==> src/rtl/cldp_pkg.sv <==
`timescale 1ns / 1ps
// ----------------------------------------------------------------------------
// cldp_pkg
// Shared types and character constants for the character token parser.
// ----------------------------------------------------------------------------
package cldp_pkg;

    // Character codes
    localparam logic [7:0] CH_QUOTE     = 8'h27;
    localparam logic [7:0] CH_BACKSLASH = 8'h5C;
    localparam logic [7:0] CH_N         = 8'h6E;
    localparam logic [7:0] CH_T         = 8'h74;
    localparam logic [7:0] CH_ZERO      = 8'h30;
    localparam logic [7:0] CH_NINE      = 8'h39;
    localparam logic [7:0] CH_NEWLINE   = 8'h0A;
    localparam logic [7:0] CH_TAB       = 8'h09;

    // Parser phase; unused codes behave as start of token
    typedef enum logic [2:0] {
        PH_START  = 3'd0,
        PH_OPENED = 3'd1,
        PH_ESCAPE = 3'd2,
        PH_CLOSE  = 3'd3,
        PH_DIGITS = 3'd4
    } phase_t;

    // Parser state carried between bytes
    typedef struct packed {
        phase_t     phase;
        logic [7:0] held_value;
        logic       bad_escape;
    } parse_state_t;

    // Token result produced by one step
    typedef struct packed {
        logic       emit;
        logic [7:0] char_value;
        logic       parse_ok;
        logic       byte_taken;
    } parse_result_t;

    function automatic logic is_digit(input logic [7:0] b);
        return (b >= CH_ZERO) && (b <= CH_NINE);
    endfunction

endpackage

==> src/rtl/cldp_step.sv <==
`timescale 1ns / 1ps
// ----------------------------------------------------------------------------
// cldp_step
// One parse step: next parser state and token result for one text byte.
// ----------------------------------------------------------------------------
module cldp_step
    import cldp_pkg::*;
(
    input  parse_state_t  cur_state,
    input  logic [7:0]    text_byte,
    input  logic          at_text_end,
    output parse_state_t  next_state,
    output parse_result_t result
);

    logic [7:0] digit_val;
    logic [7:0] acc_times_ten;

    // digit value and running number * 10 + digit, wrapping at 8 bits
    assign digit_val     = text_byte - CH_ZERO;
    assign acc_times_ten = {cur_state.held_value[4:0], 3'b000}
                         + {cur_state.held_value[6:0], 1'b0};

    // Next state
    always_comb begin
        next_state = cur_state;
        unique case (cur_state.phase)
            PH_OPENED: begin
                if (at_text_end) begin
                    next_state = '{PH_START, 8'h00, 1'b0};
                end else if (text_byte == CH_BACKSLASH) begin
                    next_state.phase = PH_ESCAPE;
                end else begin
                    next_state.held_value = text_byte;
                    next_state.phase      = PH_CLOSE;
                end
            end
            PH_ESCAPE: begin
                if (at_text_end) begin
                    next_state = '{PH_START, 8'h00, 1'b0};
                end else begin
                    next_state.phase = PH_CLOSE;
                    priority if (text_byte == CH_BACKSLASH) begin
                        next_state.held_value = CH_BACKSLASH;
                    end else if (text_byte == CH_N) begin
                        next_state.held_value = CH_NEWLINE;
                    end else if (text_byte == CH_T) begin
                        next_state.held_value = CH_TAB;
                    end else if (text_byte == CH_QUOTE) begin
                        next_state.held_value = CH_QUOTE;
                    end else begin
                        next_state.bad_escape = 1'b1;
                    end
                end
            end
            PH_CLOSE: begin
                next_state = '{PH_START, 8'h00, 1'b0};
            end
            PH_DIGITS: begin
                if (!at_text_end && is_digit(text_byte)) begin
                    next_state.held_value = acc_times_ten + digit_val;
                end else begin
                    next_state = '{PH_START, 8'h00, 1'b0};
                end
            end
            default: begin
                priority if (at_text_end) begin
                    next_state = '{PH_START, 8'h00, 1'b0};
                end else if (text_byte == CH_QUOTE) begin
                    next_state = '{PH_OPENED, 8'h00, 1'b0};
                end else if (is_digit(text_byte)) begin
                    next_state = '{PH_DIGITS, digit_val, 1'b0};
                end else begin
                    next_state = '{PH_START, 8'h00, 1'b0};
                end
            end
        endcase
    end

    // Result
    always_comb begin
        result = '{1'b0, 8'h00, 1'b0, 1'b0};
        unique case (cur_state.phase)
            PH_OPENED, PH_ESCAPE: begin
                // only end of text closes the token here (failure)
                result.emit = at_text_end;
            end
            PH_CLOSE: begin
                result.emit = 1'b1;
                if (!at_text_end && text_byte == CH_QUOTE) begin
                    result.byte_taken = 1'b1;
                    result.parse_ok   = !cur_state.bad_escape;
                    result.char_value = cur_state.bad_escape ? 8'h00
                                                             : cur_state.held_value;
                end
            end
            PH_DIGITS: begin
                if (at_text_end || !is_digit(text_byte)) begin
                    result.emit       = 1'b1;
                    result.parse_ok   = 1'b1;
                    result.char_value = cur_state.held_value;
                end
            end
            default: begin
                // token start: anything but quote or digit fails untaken
                result.emit = at_text_end
                           || ((text_byte != CH_QUOTE) && !is_digit(text_byte));
            end
        endcase
    end

endmodule

==> src/rtl/char_literal_or_decimal_parser_unit.sv <==
`timescale 1ns / 1ps
// ----------------------------------------------------------------------------
// char_literal_or_decimal_parser_unit
// Streaming parser for a quoted character or a decimal byte token.
// ----------------------------------------------------------------------------
// Usage:
//   s_ channel: one text byte per transaction (s_text_byte), with
//   s_at_text_end marking end of text. m_ channel: one token result per
//   finished token (m_char_value, m_parse_ok, m_byte_taken). When
//   m_byte_taken is 0 the sender presents that byte again as the first
//   byte of the next token.
//   Throughput: one byte per cycle while s_ready is high. Each byte is held
//   in an input register and goes through one parse step into the result
//   register, which is written only when it is free or its result is being
//   taken; the result then stays on m_ until m_ready. Bytes that do not close
//   a token produce no result.
//   Stall: while a result waits on m_ready, the input register still holds
//   one byte; s_ready falls only when both registers are full and m_ready
//   is low, and rises again in the cycle the result is taken.
//   Reset (aresetn low, synchronous): both registers empty, parser back at
//   the start of a token.
// ----------------------------------------------------------------------------
module char_literal_or_decimal_parser_unit
    import cldp_pkg::*;
(
    input  logic       aclk,
    input  logic       aresetn,
    input  logic       s_valid,
    output logic       s_ready,
    input  logic [7:0] s_text_byte,
    input  logic       s_at_text_end,
    output logic       m_valid,
    input  logic       m_ready,
    output logic [7:0] m_char_value,
    output logic       m_parse_ok,
    output logic       m_byte_taken
);

    logic          in_valid_reg;
    logic [7:0]    in_byte_reg;
    logic          in_end_reg;
    parse_state_t  state_reg;
    parse_state_t  state_next;
    parse_result_t step_res;
    logic          out_valid_reg;
    logic [7:0]    out_value_reg;
    logic          out_ok_reg;
    logic          out_taken_reg;
    logic          out_free;
    logic          advance;

    // Pipeline control
    assign out_free = !out_valid_reg || m_ready;
    assign advance  = in_valid_reg && out_free;
    assign s_ready  = !in_valid_reg || advance;

    // Input register
    always_ff @(posedge aclk) begin
        if (!aresetn) begin
            in_valid_reg <= 1'b0;
        end else if (s_ready) begin
            in_valid_reg <= s_valid;
        end
        if (s_valid && s_ready) begin
            in_byte_reg <= s_text_byte;
            in_end_reg  <= s_at_text_end;
        end
    end

    // Parse step
    cldp_step u_step (
        .cur_state   (state_reg),
        .text_byte   (in_byte_reg),
        .at_text_end (in_end_reg),
        .next_state  (state_next),
        .result      (step_res)
    );

    // Parser state
    always_ff @(posedge aclk) begin
        if (!aresetn) begin
            state_reg <= '{PH_START, 8'h00, 1'b0};
        end else if (advance) begin
            state_reg <= state_next;
        end
    end

    // Result register
    always_ff @(posedge aclk) begin
        if (!aresetn) begin
            out_valid_reg <= 1'b0;
        end else if (out_free) begin
            out_valid_reg <= advance && step_res.emit;
        end
        if (advance && step_res.emit) begin
            out_value_reg <= step_res.char_value;
            out_ok_reg    <= step_res.parse_ok;
            out_taken_reg <= step_res.byte_taken;
        end
    end

    assign m_valid      = out_valid_reg;
    assign m_char_value = out_value_reg;
    assign m_parse_ok   = out_ok_reg;
    assign m_byte_taken = out_taken_reg;

    // Assertions
    a_fail_zero: assert property (@(posedge aclk) disable iff (!aresetn)
        (m_valid && !m_parse_ok) |-> (m_char_value == 8'h00))
        else $error("failed token carries a nonzero value");

    a_emit_restarts: assert property (@(posedge aclk) disable iff (!aresetn)
        (advance && step_res.emit) |=>
            (state_reg.phase == PH_START && state_reg.held_value == 8'h00
             && !state_reg.bad_escape))
        else $error("parser did not return to token start after a result");

    a_opened_clean: assert property (@(posedge aclk) disable iff (!aresetn)
        (state_reg.phase == PH_OPENED) |->
            (state_reg.held_value == 8'h00 && !state_reg.bad_escape))
        else $error("stale state after opening quote");

    a_stall_full: assert property (@(posedge aclk) disable iff (!aresetn)
        !s_ready |-> (in_valid_reg && out_valid_reg && !m_ready))
        else $error("input stalled while a register was free");

endmodule
==> config.mk <==
export PLATFORM = sky130hd
export DESIGN_NAME = char_literal_or_decimal_parser_unit
export DESIGN_NICKNAME = d
export VERILOG_FILES = /design/src/rtl/cldp_pkg.sv /design/src/rtl/cldp_step.sv /design/src/rtl/char_literal_or_decimal_parser_unit.sv
export SDC_FILE = /design/constraint.sdc
export NUM_CORES = 1
export LEC_CHECK = 0
export BUFFER_PORTS_ARGS = -buffer_cell sky130_fd_sc_hd__buf_4
export CORE_AREA = 2 2 61 92
export CTS_CLUSTER_DIAMETER = 80
export CTS_CLUSTER_SIZE = 8
export DETAILED_ROUTE_END_ITERATION = 10
export DIE_AREA = 0 0 63 94
export REMOVE_ABC_BUFFERS = 1
export SYNTH_ARGS = -nofsm -noshare
export SYNTH_HDL_FRONTEND = slang
export SYNTH_SLANG_ARGS = --single-unit
==> constraint.sdc <==
create_clock -name aclk -period 3.46 [get_ports aclk]
set_clock_uncertainty 0.15 [all_clocks]
set_input_delay 0.173 -clock aclk [delete_from_list [all_inputs] [get_ports aclk]]
set_output_delay 0.173 -clock aclk [all_outputs]
set_load 0.03 [all_outputs]
Word-level counts from Yosys, hierarchy flattened
Index checks and enable logic that the tools add are counted.
{"block": "op_classes", "n_addsub": 3, "order_cmp": 2, "n_mux": 25, "n_eq_ne": 17, "reduce_logical": 20}
{"cell": "$mux 8", "n": 7}
{"cell": "$pmux 12 s4", "n": 1}
{"cell": "$mux 12", "n": 3}
{"cell": "$eq 8x7->1 const B", "n": 3}
{"cell": "$mux 11", "n": 2}
{"cell": "$mux 10", "n": 2}
{"cell": "$pmux 9 s2", "n": 1}
{"cell": "$add 8x8->8", "n": 2}
{"cell": "$ne 3x3->1 const B", "n": 5}
{"cell": "$eq 8x6->1 const B", "n": 1}
{"cell": "$ge 8x6->1 const B", "n": 1}
{"cell": "$le 8x6->1 const B", "n": 1}
{"cell": "$ne 8x6->1 const B", "n": 1}
{"cell": "$sub 8x6->8 const B", "n": 1}
{"cell": "$logic_and 1x1->1", "n": 7}
{"cell": "$mux 1", "n": 7}
{"cell": "$reduce_and 7->1", "n": 1}
{"cell": "$eq 3x2->1 const B", "n": 2}
{"cell": "$ne 6x2->1 const B", "n": 1}
{"cell": "$logic_not 1->1", "n": 5}
{"cell": "$logic_or 1x1->1", "n": 4}
{"cell": "$ne 2x2->1 const B", "n": 2}
{"cell": "$eq 3x1->1 const B", "n": 1}
{"cell": "$eq 3x3->1 const B", "n": 1}
{"cell": "5 further kinds", "n": 5}
{"block": "word_totals", "out_inout_bits": 12, "reg_bits": 33, "word_cells": 77}

Depth between registers and ports, before layout
Gate-level depths: netlist of run 1.
{"block": "logic_depth", "depth_word": 7, "depth_mapped": 10, "mapped_depth_nobuf": 10}

Cells and area by module
From an unflattened synthesis of run 1, not the netlist that was laid out.
{"block": "unflattened", "cells_unflattened": 225, "area_unflattened_um2": 2200.9}
{"mod": "char_literal_or_decimal_parser_unit", "n_inst": 1, "cells_each": 83, "area_per_inst_um2": 1163.6, "seq_area_each_um2": 850.8}
{"mod": "cldp_step", "n_inst": 1, "cells_each": 142, "area_per_inst_um2": 1037.2, "seq_area_each_um2": 0.0}

Worst setup path after synthesis of run 1
Ideal clock, no wire load.
{"block": "synth_timing", "path_kind": "register to register", "startpoint": "register in_byte_reg[3]", "endpoint": "register state_reg[7] in the netlist's numbering", "arrival_ns": 2.316, "slack_ns": 0.869, "path_stages_with_launch": 8, "n_path_buf": 0, "required_time_ns": 3.185, "path_cell_list": "edfxtp_1 fa_1 fa_1 a21o_1 a21oi_1 xnor2_1 a221oi_1 a21oi_2"}
{"block": "synth_via", "elab_chain_cells": 6, "word_cells_on_any_way": 22, "classes_between": "2 x add/sub; 2 x order compare; 6 x eq/ne; 9 x mux; 3 x reduce/logical"}
{"item": "start: declaration", "line": "char_literal_or_decimal_parser_unit.sv:40", "text": "logic [7:0] in_byte_reg;"}
{"item": "start signal: assignment", "line": "char_literal_or_decimal_parser_unit.sv:65", "text": "in_byte_reg <= s_text_byte;"}
{"item": "parallel branches: the longest is 6 deep, another holds $sub 8x6->8"}
{"item": "end signal: assignment", "line": "char_literal_or_decimal_parser_unit.sv:82", "text": "state_reg <= '{PH_START, 8'h00, 1'b0};"}
{"item": "end signal: assignment", "line": "char_literal_or_decimal_parser_unit.sv:84", "text": "state_reg <= state_next;"}
{"item": "end: declaration", "line": "char_literal_or_decimal_parser_unit.sv:42", "text": "parse_state_t state_reg;"}
Parallel ways; which one is timed is not known.
A chain may end at the register's enable or synchronous reset.

Final worst setup path of run 1
Ends and elaborated chain as after synthesis.

==> metrics.md, run 1 <==
| Metric | Value |
|---|---|
| Outcome | complete, no violations |
| R2r setup slk | 0.71 ns |
| Post-synth ARST share | 0% |
| M3 GR Usage | 3.357% |
| Ports | 25 |
| Hold path depth | 3 |
| TNS Setup | 0 ns |
| Core ar. | roughly 0.0051 mm2 |
| F_max | between 0.3 and 0.4 GHz |
| Cell count after synthesis | around 170 |
| Drt drc | 0 |
| Worst-Skew Late Latency | between 0.2 and 0.3 ns |
| Relative slew slack | 49.29% |
| Buf/Inv on CP | 0 |
| Tmin final | about 2.7 ns |
| Htree depth | 2 |
| Wire per inst | roughly 15 um |
| Crit-path slowest cell | fa_1 |
| Max IR drop VDD | around 0.22 mV |
| Remaining antenna violation count after routing | 0 |
| Grt ovf | 0 |
| Synth cell types | 55 |
| Max-cap violations | 0 |
| Max reg flops | 12 |
| Most frequent cells in the layout | 25 x buf_4, 19 x edfxtp_1, 14 x o21ai_0, 14 x dfxtp_1, 12 x a21oi_1 |
| Power per cell area | about 390 mW/mm2 |
| Vias per cell | 5.294 |
| CP Capture Type | flip-flop |
| Final RePlAce weighted congestion | ~0.82 |
| RSZ-0062 raised after global routing | no |
| Synth Warn # | 0 |
| Critical path's most frequent cell | fa_1 |
| Routed via count | 1477 |
| Hpwl dp | 3173 um |
| Hold wc startpoint | aresetn |
| Main synth FF type | edfxtp_1 |
| CP Launch Type | flip-flop |
| Layout Nets | 238 |
| GR peak layer | met2 |
| Met2 usage in global routing | roughly 28% |
| Setup CP Type | reg2reg |
| Initial DRC Count | between 50 and 60 |
| Cell Area, Synth | between 0.002 and 0.0025 mm2 |
| RR Endpoint | state_reg[7] |
| Syn Area/Cell | between 10 and 15 um2 |
| Core Util, Final | 47.10% |
| TritonCTS clock tree | yes |
| Final Cell Area | 0.002395 mm2 |
| Worst min-delay path class | in2reg |
| Share of cells above drive strength 1 | 24.17% |
| Critical Path RT | between 3 and 4 ns |
| Largest net degree at the start of global routing | 17 |
| Total power | a little over 0.0009 W |
| Routing usage on met1 | between 10% and 20% |
| Tot GR Track Use | 15.35% |
| Reg2reg path depth | 7 |
| Final wirelength | ~4100 um |
| Max Buffers Root-to-Sink | 2 |
| Ant diodes | 0 |
| Hold Path Sink | state_reg[7] |
| Die width | between 60 and 70 um |
| Sequential area share after synthesis | 42.31% |
| Die ar. | between 0.005 and 0.006 mm2 |
| CTS Sinks | 33 |
| # setup viols final | 0 |
| Pleak | 0.8976 nW |
| Critical path depth in cells | 7 |
| First-pass GRT wire length | just under 7000 um |
| Num CTS Buffers | 5 |
| Max stage delay on crit path | roughly 0.58 ns |
| Tcrit/Tclk final | 79.41% |
| Final Slew Violations | 0 |
| Vias in the first global route | approximately 1500 |
| Reg-to-reg startpoint | in_byte_reg[3] |
| Area Overhead vs Synth | 19.10% |
| Buffers on Ports | 24 |
| Placed instance area | around 0.0022 mm2 |
| Most common cell after layout, fill and taps aside | buf_4 |
| Initial Util | between 30% and 40% |
| CP delay by family, top | adder cells |
| EDFF count, synth | 19 |
| Arr. time, crit path | ~2.8 ns |
| Crit-path cells | fa_1, fa_1, a21o_1, a21oi_1, xnor2_1, a221oi_1, a21oi_2 |
| Worst-Margin Slew | ~0.76 ns |
| Chip height | 94 um |
| #FFs+latches synth | 33 |
| Hold Fails Final Rpt | 0 |
| Worst-path fanout max | 8 |
| Antenna violations before repair | 0 |
| # rows | 32 |
| Worst-path clk slew | ~0.070 ns |
| DR pass1 iterations | 4 |
| Clk Tree Root Cell | clkbuf_8 |
==> layer usage <==
layer / routed length, um / share of wire, %
met3: 147 / 3.6
met4: 106 / 2.6
met5: 0 / 0
met2: 2188 / 53
met1: 1697 / 41
==> worst max path at each step <==
stage	startpoint	to	slack, ns
floorplan	in_byte_reg[3]	state_reg[7]	0.85
global placement	in_byte_reg[3]	state_reg[7]	0.76
detailed placement	in_byte_reg[3]	state_reg[7]	0.70
CTS	in_byte_reg[3]	state_reg[7]	0.70
global route	in_byte_reg[4]	state_reg[8]	0.56
finish	in_byte_reg[3]	state_reg[7]	0.71
==> what timing repair did <==
item	CTS	global route
hold buffers	10	0
setup endpoints to repair	0	0
setup buffers	0	0
endpoints found under the hold margin	10	0
gates resized for setup	0	0
==> final cells by class <==
cell class | instances | area (um2)
clock inverter | 2 | 10.01
timing repair buffer | 35 | 287.8
clock buffer | 6 | 72.57
fill | 487 | 2690
inverter | 5 | 18.77
tap | 68 | 85.08
multi-input combinational | 130 | 1070
sequential | 33 | 850.8
==> through the flow <==
stage          setup slack, ns  hold slack, ns  instances
2_1_floorplan           0.8521          0.1219        168
3_3_place_gp            0.7570          0.2012        261
3_5_place_dp            0.7010          0.2025        261
4_1_cts                 0.6996         0.04920        279
5_1_grt                 0.5560         0.05638        279
6_report                0.7125         0.05382        279
==> where the power goes <==
| part | leakage (nW) | switching (W) | total (W) | internal, W |
|---|---|---|---|---|
| registers | 0.300 | 0.0000248 | 0.000462 | 0.000437 |
| clock network | 0.0450 | 0.000139 | 0.000278 | 0.000139 |
| logic | 0.552 | 0.0000956 | 0.000186 | 0.0000902 |
| total | 0.898 | 0.000259 | 0.000926 | 0.000667 |
==> Yosys cell counts (4+ instances only) <==
library cell,n,area (um2)
a21oi_1,12,60.06
a31oi_1,4,25.02
dfxtp_1,14,280.3
edfxtp_1,19,570.6
fa_1,5,100.1
ha_1,10,125.1
inv_1,5,18.77
nand2_1,8,30.03
nor2_1,9,33.78
nor2b_1,9,56.30
o21ai_0,14,70.07
==> worst reg2reg max path: cells and delay by family (launching register included) <==
kind            cells  cell delay, ns
flops               1            0.54
xor+xnor            1            0.09
compound gates      4            0.79
fa+ha+maj           2            1.05
==> kinds of logic (layout without fill, tap and decap cells) <==
kind of cell	after synthesis	in the layout	share of synthesized area, %
compound gates	58	58	21.35
simple gates	52	52	17.80
flops	33	33	42.32
fa+ha+maj	15	15	11.20
buf+inv	11	48	4.481
xor+xnor	5	5	2.863
Power figures use the tool's default switching activity.
==> run 2, diff against run 1 <==
- clock period: 3.46 -> 2.65 ns (I/O delays scaled with it)
==> run 2 against run 1 <==
Net effect:
- critical endpoint is now state_reg[8]
- register-to-register slack lost 0.65 ns
- non-clock buffer count grew 10
- routed wire length grew 5.8%
- clock-buffer cell count is the same
- critical path type unchanged
- die area is the same
==> metrics.md, run 2 (synthesis gave the netlist of run 1 again) <==
| Metric | Value |
|---|---|
| Post-route non-filler standard cell count | 289 (+3.6%) |
| Tmin final | 2.583 ns (-0.1647 ns) |
| Drt drc | 0 (unchanged) |
| CP delay by family, top | adder cells |
| Reg-to-reg startpoint | in_byte_reg[4] |
| Crit-path cells | inv_2, ha_1, inv_1, fa_1, ha_4, o21ai_1, o21a_1, o21a_1, o21ai_1, a31oi_1 |
| CTS Sinks | 33 (unchanged) |
| Worst-path clk slew | 0.07 ns (about the same) |
| Final wirelength | 4381 um (+5.8%) |
| Final Slew Violations | 0 (unchanged) |
| Max stage delay on crit path | 0.52 ns (-0.06 ns) |
| Vias per cell | 5.270 (-0.45%) |
| Buf/Inv on CP | 2 (+2) |
| F_max | 0.3872 GHz (+6.4%) |
| # fillers | 464 (-4.7%) |
| Max Buffers Root-to-Sink | 2 (unchanged) |
| Critical Path RT | 2.67 ns (-0.79 ns) |
| Final RePlAce weighted congestion | 0.8444 (+3.0%) |
| Critical Path End | state_reg[8] |
| Placed Cells incl. Taps | 271 (+3.8%) |
| Worst-Skew Late Latency | 0.29 ns (about the same) |
| Worst-path fanout max | 4 (-4) |
| Worst Setup SP | in_byte_reg[4] |
| Total power | 0.001259 W (+36%) |
| Grt ovf | 0 (unchanged) |
| Hold path depth | 3 (unchanged) |
| CP Launch Type | flip-flop |
| Tcrit/Tclk final | 97.46% (+18 points) |
| Power per cell area | 504.2 mW/mm2 (+30%) |
| Chip height | 94 um (unchanged) |
| Arr. time, crit path | 2.60 ns (-0.15 ns) |
| Area Overhead vs Synth | 24.21% |
| Pleak | 0.9525 nW (+6.1%) |
| Setup ws final | 0.06721 ns (-0.6453 ns) |
| Register area | 850.8 um2 (unchanged) |
| Most frequent cells in the layout | 35 x buf_4, 19 x edfxtp_1, 14 x dfxtp_1 |
| Routed via count | 1523 (+3.1%) |
| Htree depth | 2 (unchanged) |
| Initial Util | 39.54% (unchanged) |
| Die ar. | 0.005922 mm2 (unchanged) |
| Max-cap violations | 0 (unchanged) |
| Largest net degree at the start of global routing | 17 (unchanged) |
| Crit-path slowest cell | fa_1 |
| Post-CTS Setup Bufs | 0 (unchanged) |
| # rows | 32 (unchanged) |
| Hold Fails Final Rpt | 0 (unchanged) |
| Buffers on Ports | 24 (unchanged) |
| Die width | 63 um (unchanged) |
| Core ar. | 0.005085 mm2 (unchanged) |
| Ant diodes | 0 (unchanged) |
| # setup viols final | 0 (unchanged) |
| Area of the multi-input gates | 0.001089 mm2 (+1.8%) |
| Outcome | complete, no violations |
| RR Endpoint | state_reg[8] |
| CP Capture Type | flip-flop |
| Share of cells above drive strength 1 | 28.96% (+4.8 points) |
| Hold wc startpoint | aresetn |
| Hpwl dp | 3337 um (+5.2%) |
| Initial DRC Count | 31 (-40%) |
| Dpl ws | 0.03876 ns (-0.6623 ns) |
| Relative slew slack | 62.86% (+14 points) |
| R2r setup slk | 0.07 ns (-0.65 ns) |
| Critical path depth in cells | 10 (+3) |
| Wire per inst | 15.16 um (+2.2%) |
| Antenna violations before repair | 0 (unchanged) |
| Worst-Margin Slew | 0.5494 ns (-0.2112 ns) |
| Clk Tree Root Cell | clkbuf_8 |
| TritonCTS clock tree | yes |
| Max reg flops | 12 (unchanged) |
| Reg2reg path depth | 10 (+3) |
| DR pass1 iterations | 4 (unchanged) |
| Ports | 25 (unchanged) |
| Setup CP Type | reg2reg |
| Max IR drop VDD | 0.2959 mV (+32%) |
| Tot GR Track Use | 16.04% (+0.69 points) |
| Remaining antenna violation count after routing | 0 (unchanged) |
| Layout Nets | 248 (+4.2%) |
| Num CTS Buffers | 5 (unchanged) |
| Vias in the first global route | 1540 (+5.9%) |
| Most common cell after layout, fill and taps aside | buf_4 |
| Worst min-delay path class | in2reg |
| First-pass GRT wire length | 7320 um (+5.4%) |
## run 2: cell types whose count changed in the layout (fill, tap and decap cells not counted), sizes merged
cell and change:
buf +10
## run 2: area by class of cell
cell class / count / share of cell area, %
multi-input combinational: 130 / 43.59
sequential: 33 / 34.07
clock buffer: 6 / 3.307
inverter: 5 / 0.7515
clock inverter: 2 / 0.3507
tap: 68 / 3.407
timing repair buffer: 45 / 14.53
## run 2: metal layers
metal	GRT usage (%)	wire length [um]	vias up
met5	0	0	-
met4	7.222	111	0
met3	2.518	134	8
met2	30.32	2413	38
met1	17.27	1722	719
li1	-	-	758
## run 2: metrics by stage
stage / hold slack (ns) / setup TNS, ns / area [um2] / utilization, %
6_report: 0.01757 / 0 / 2497 / 49.11
5_1_grt: 0.03204 / -0.03130 / 2497 / 49.11
4_1_cts: 0.01219 / 0 / 2479 / 48.75
3_5_place_dp: 0.1617 / 0 / 2287 / 44.98
3_3_place_gp: 0.1604 / 0 / 2287 / 44.98
2_1_floorplan: 0.08137 / 0 / 1939 / -
## run 2: worst min path at each step
stage               slack, ns        endpoint
detailed placement       0.16  in_byte_reg[5]
global placement         0.16  in_byte_reg[6]
global route             0.03    state_reg[4]
finish                   0.02    state_reg[4]
CTS                      0.01    state_reg[7]
floorplan                0.08  in_byte_reg[0]
## run 2: power breakdown
group | leakage (nW) | switching (W) | internal [W]
clock network | 0.0486 | 0.000183 | 0.000206
registers | 0.300 | 0.0000265 | 0.000571
logic | 0.604 | 0.000139 | 0.000134
## run 2: what timing repair did
action / 4_1_cts / 5_1_grt
hold buffers: 10 / 0
hold endpoints to repair: 10 / 0
gates resized for setup: 0 / 5
setup endpoints to repair: 0 / 2
## run 2: worst min-delay path, delay by kind of cell
family / cells / cell delay, ns
buffers and inverters: 1 / 0.17
AO/OA/AOI/OAI: 2 / 0.10
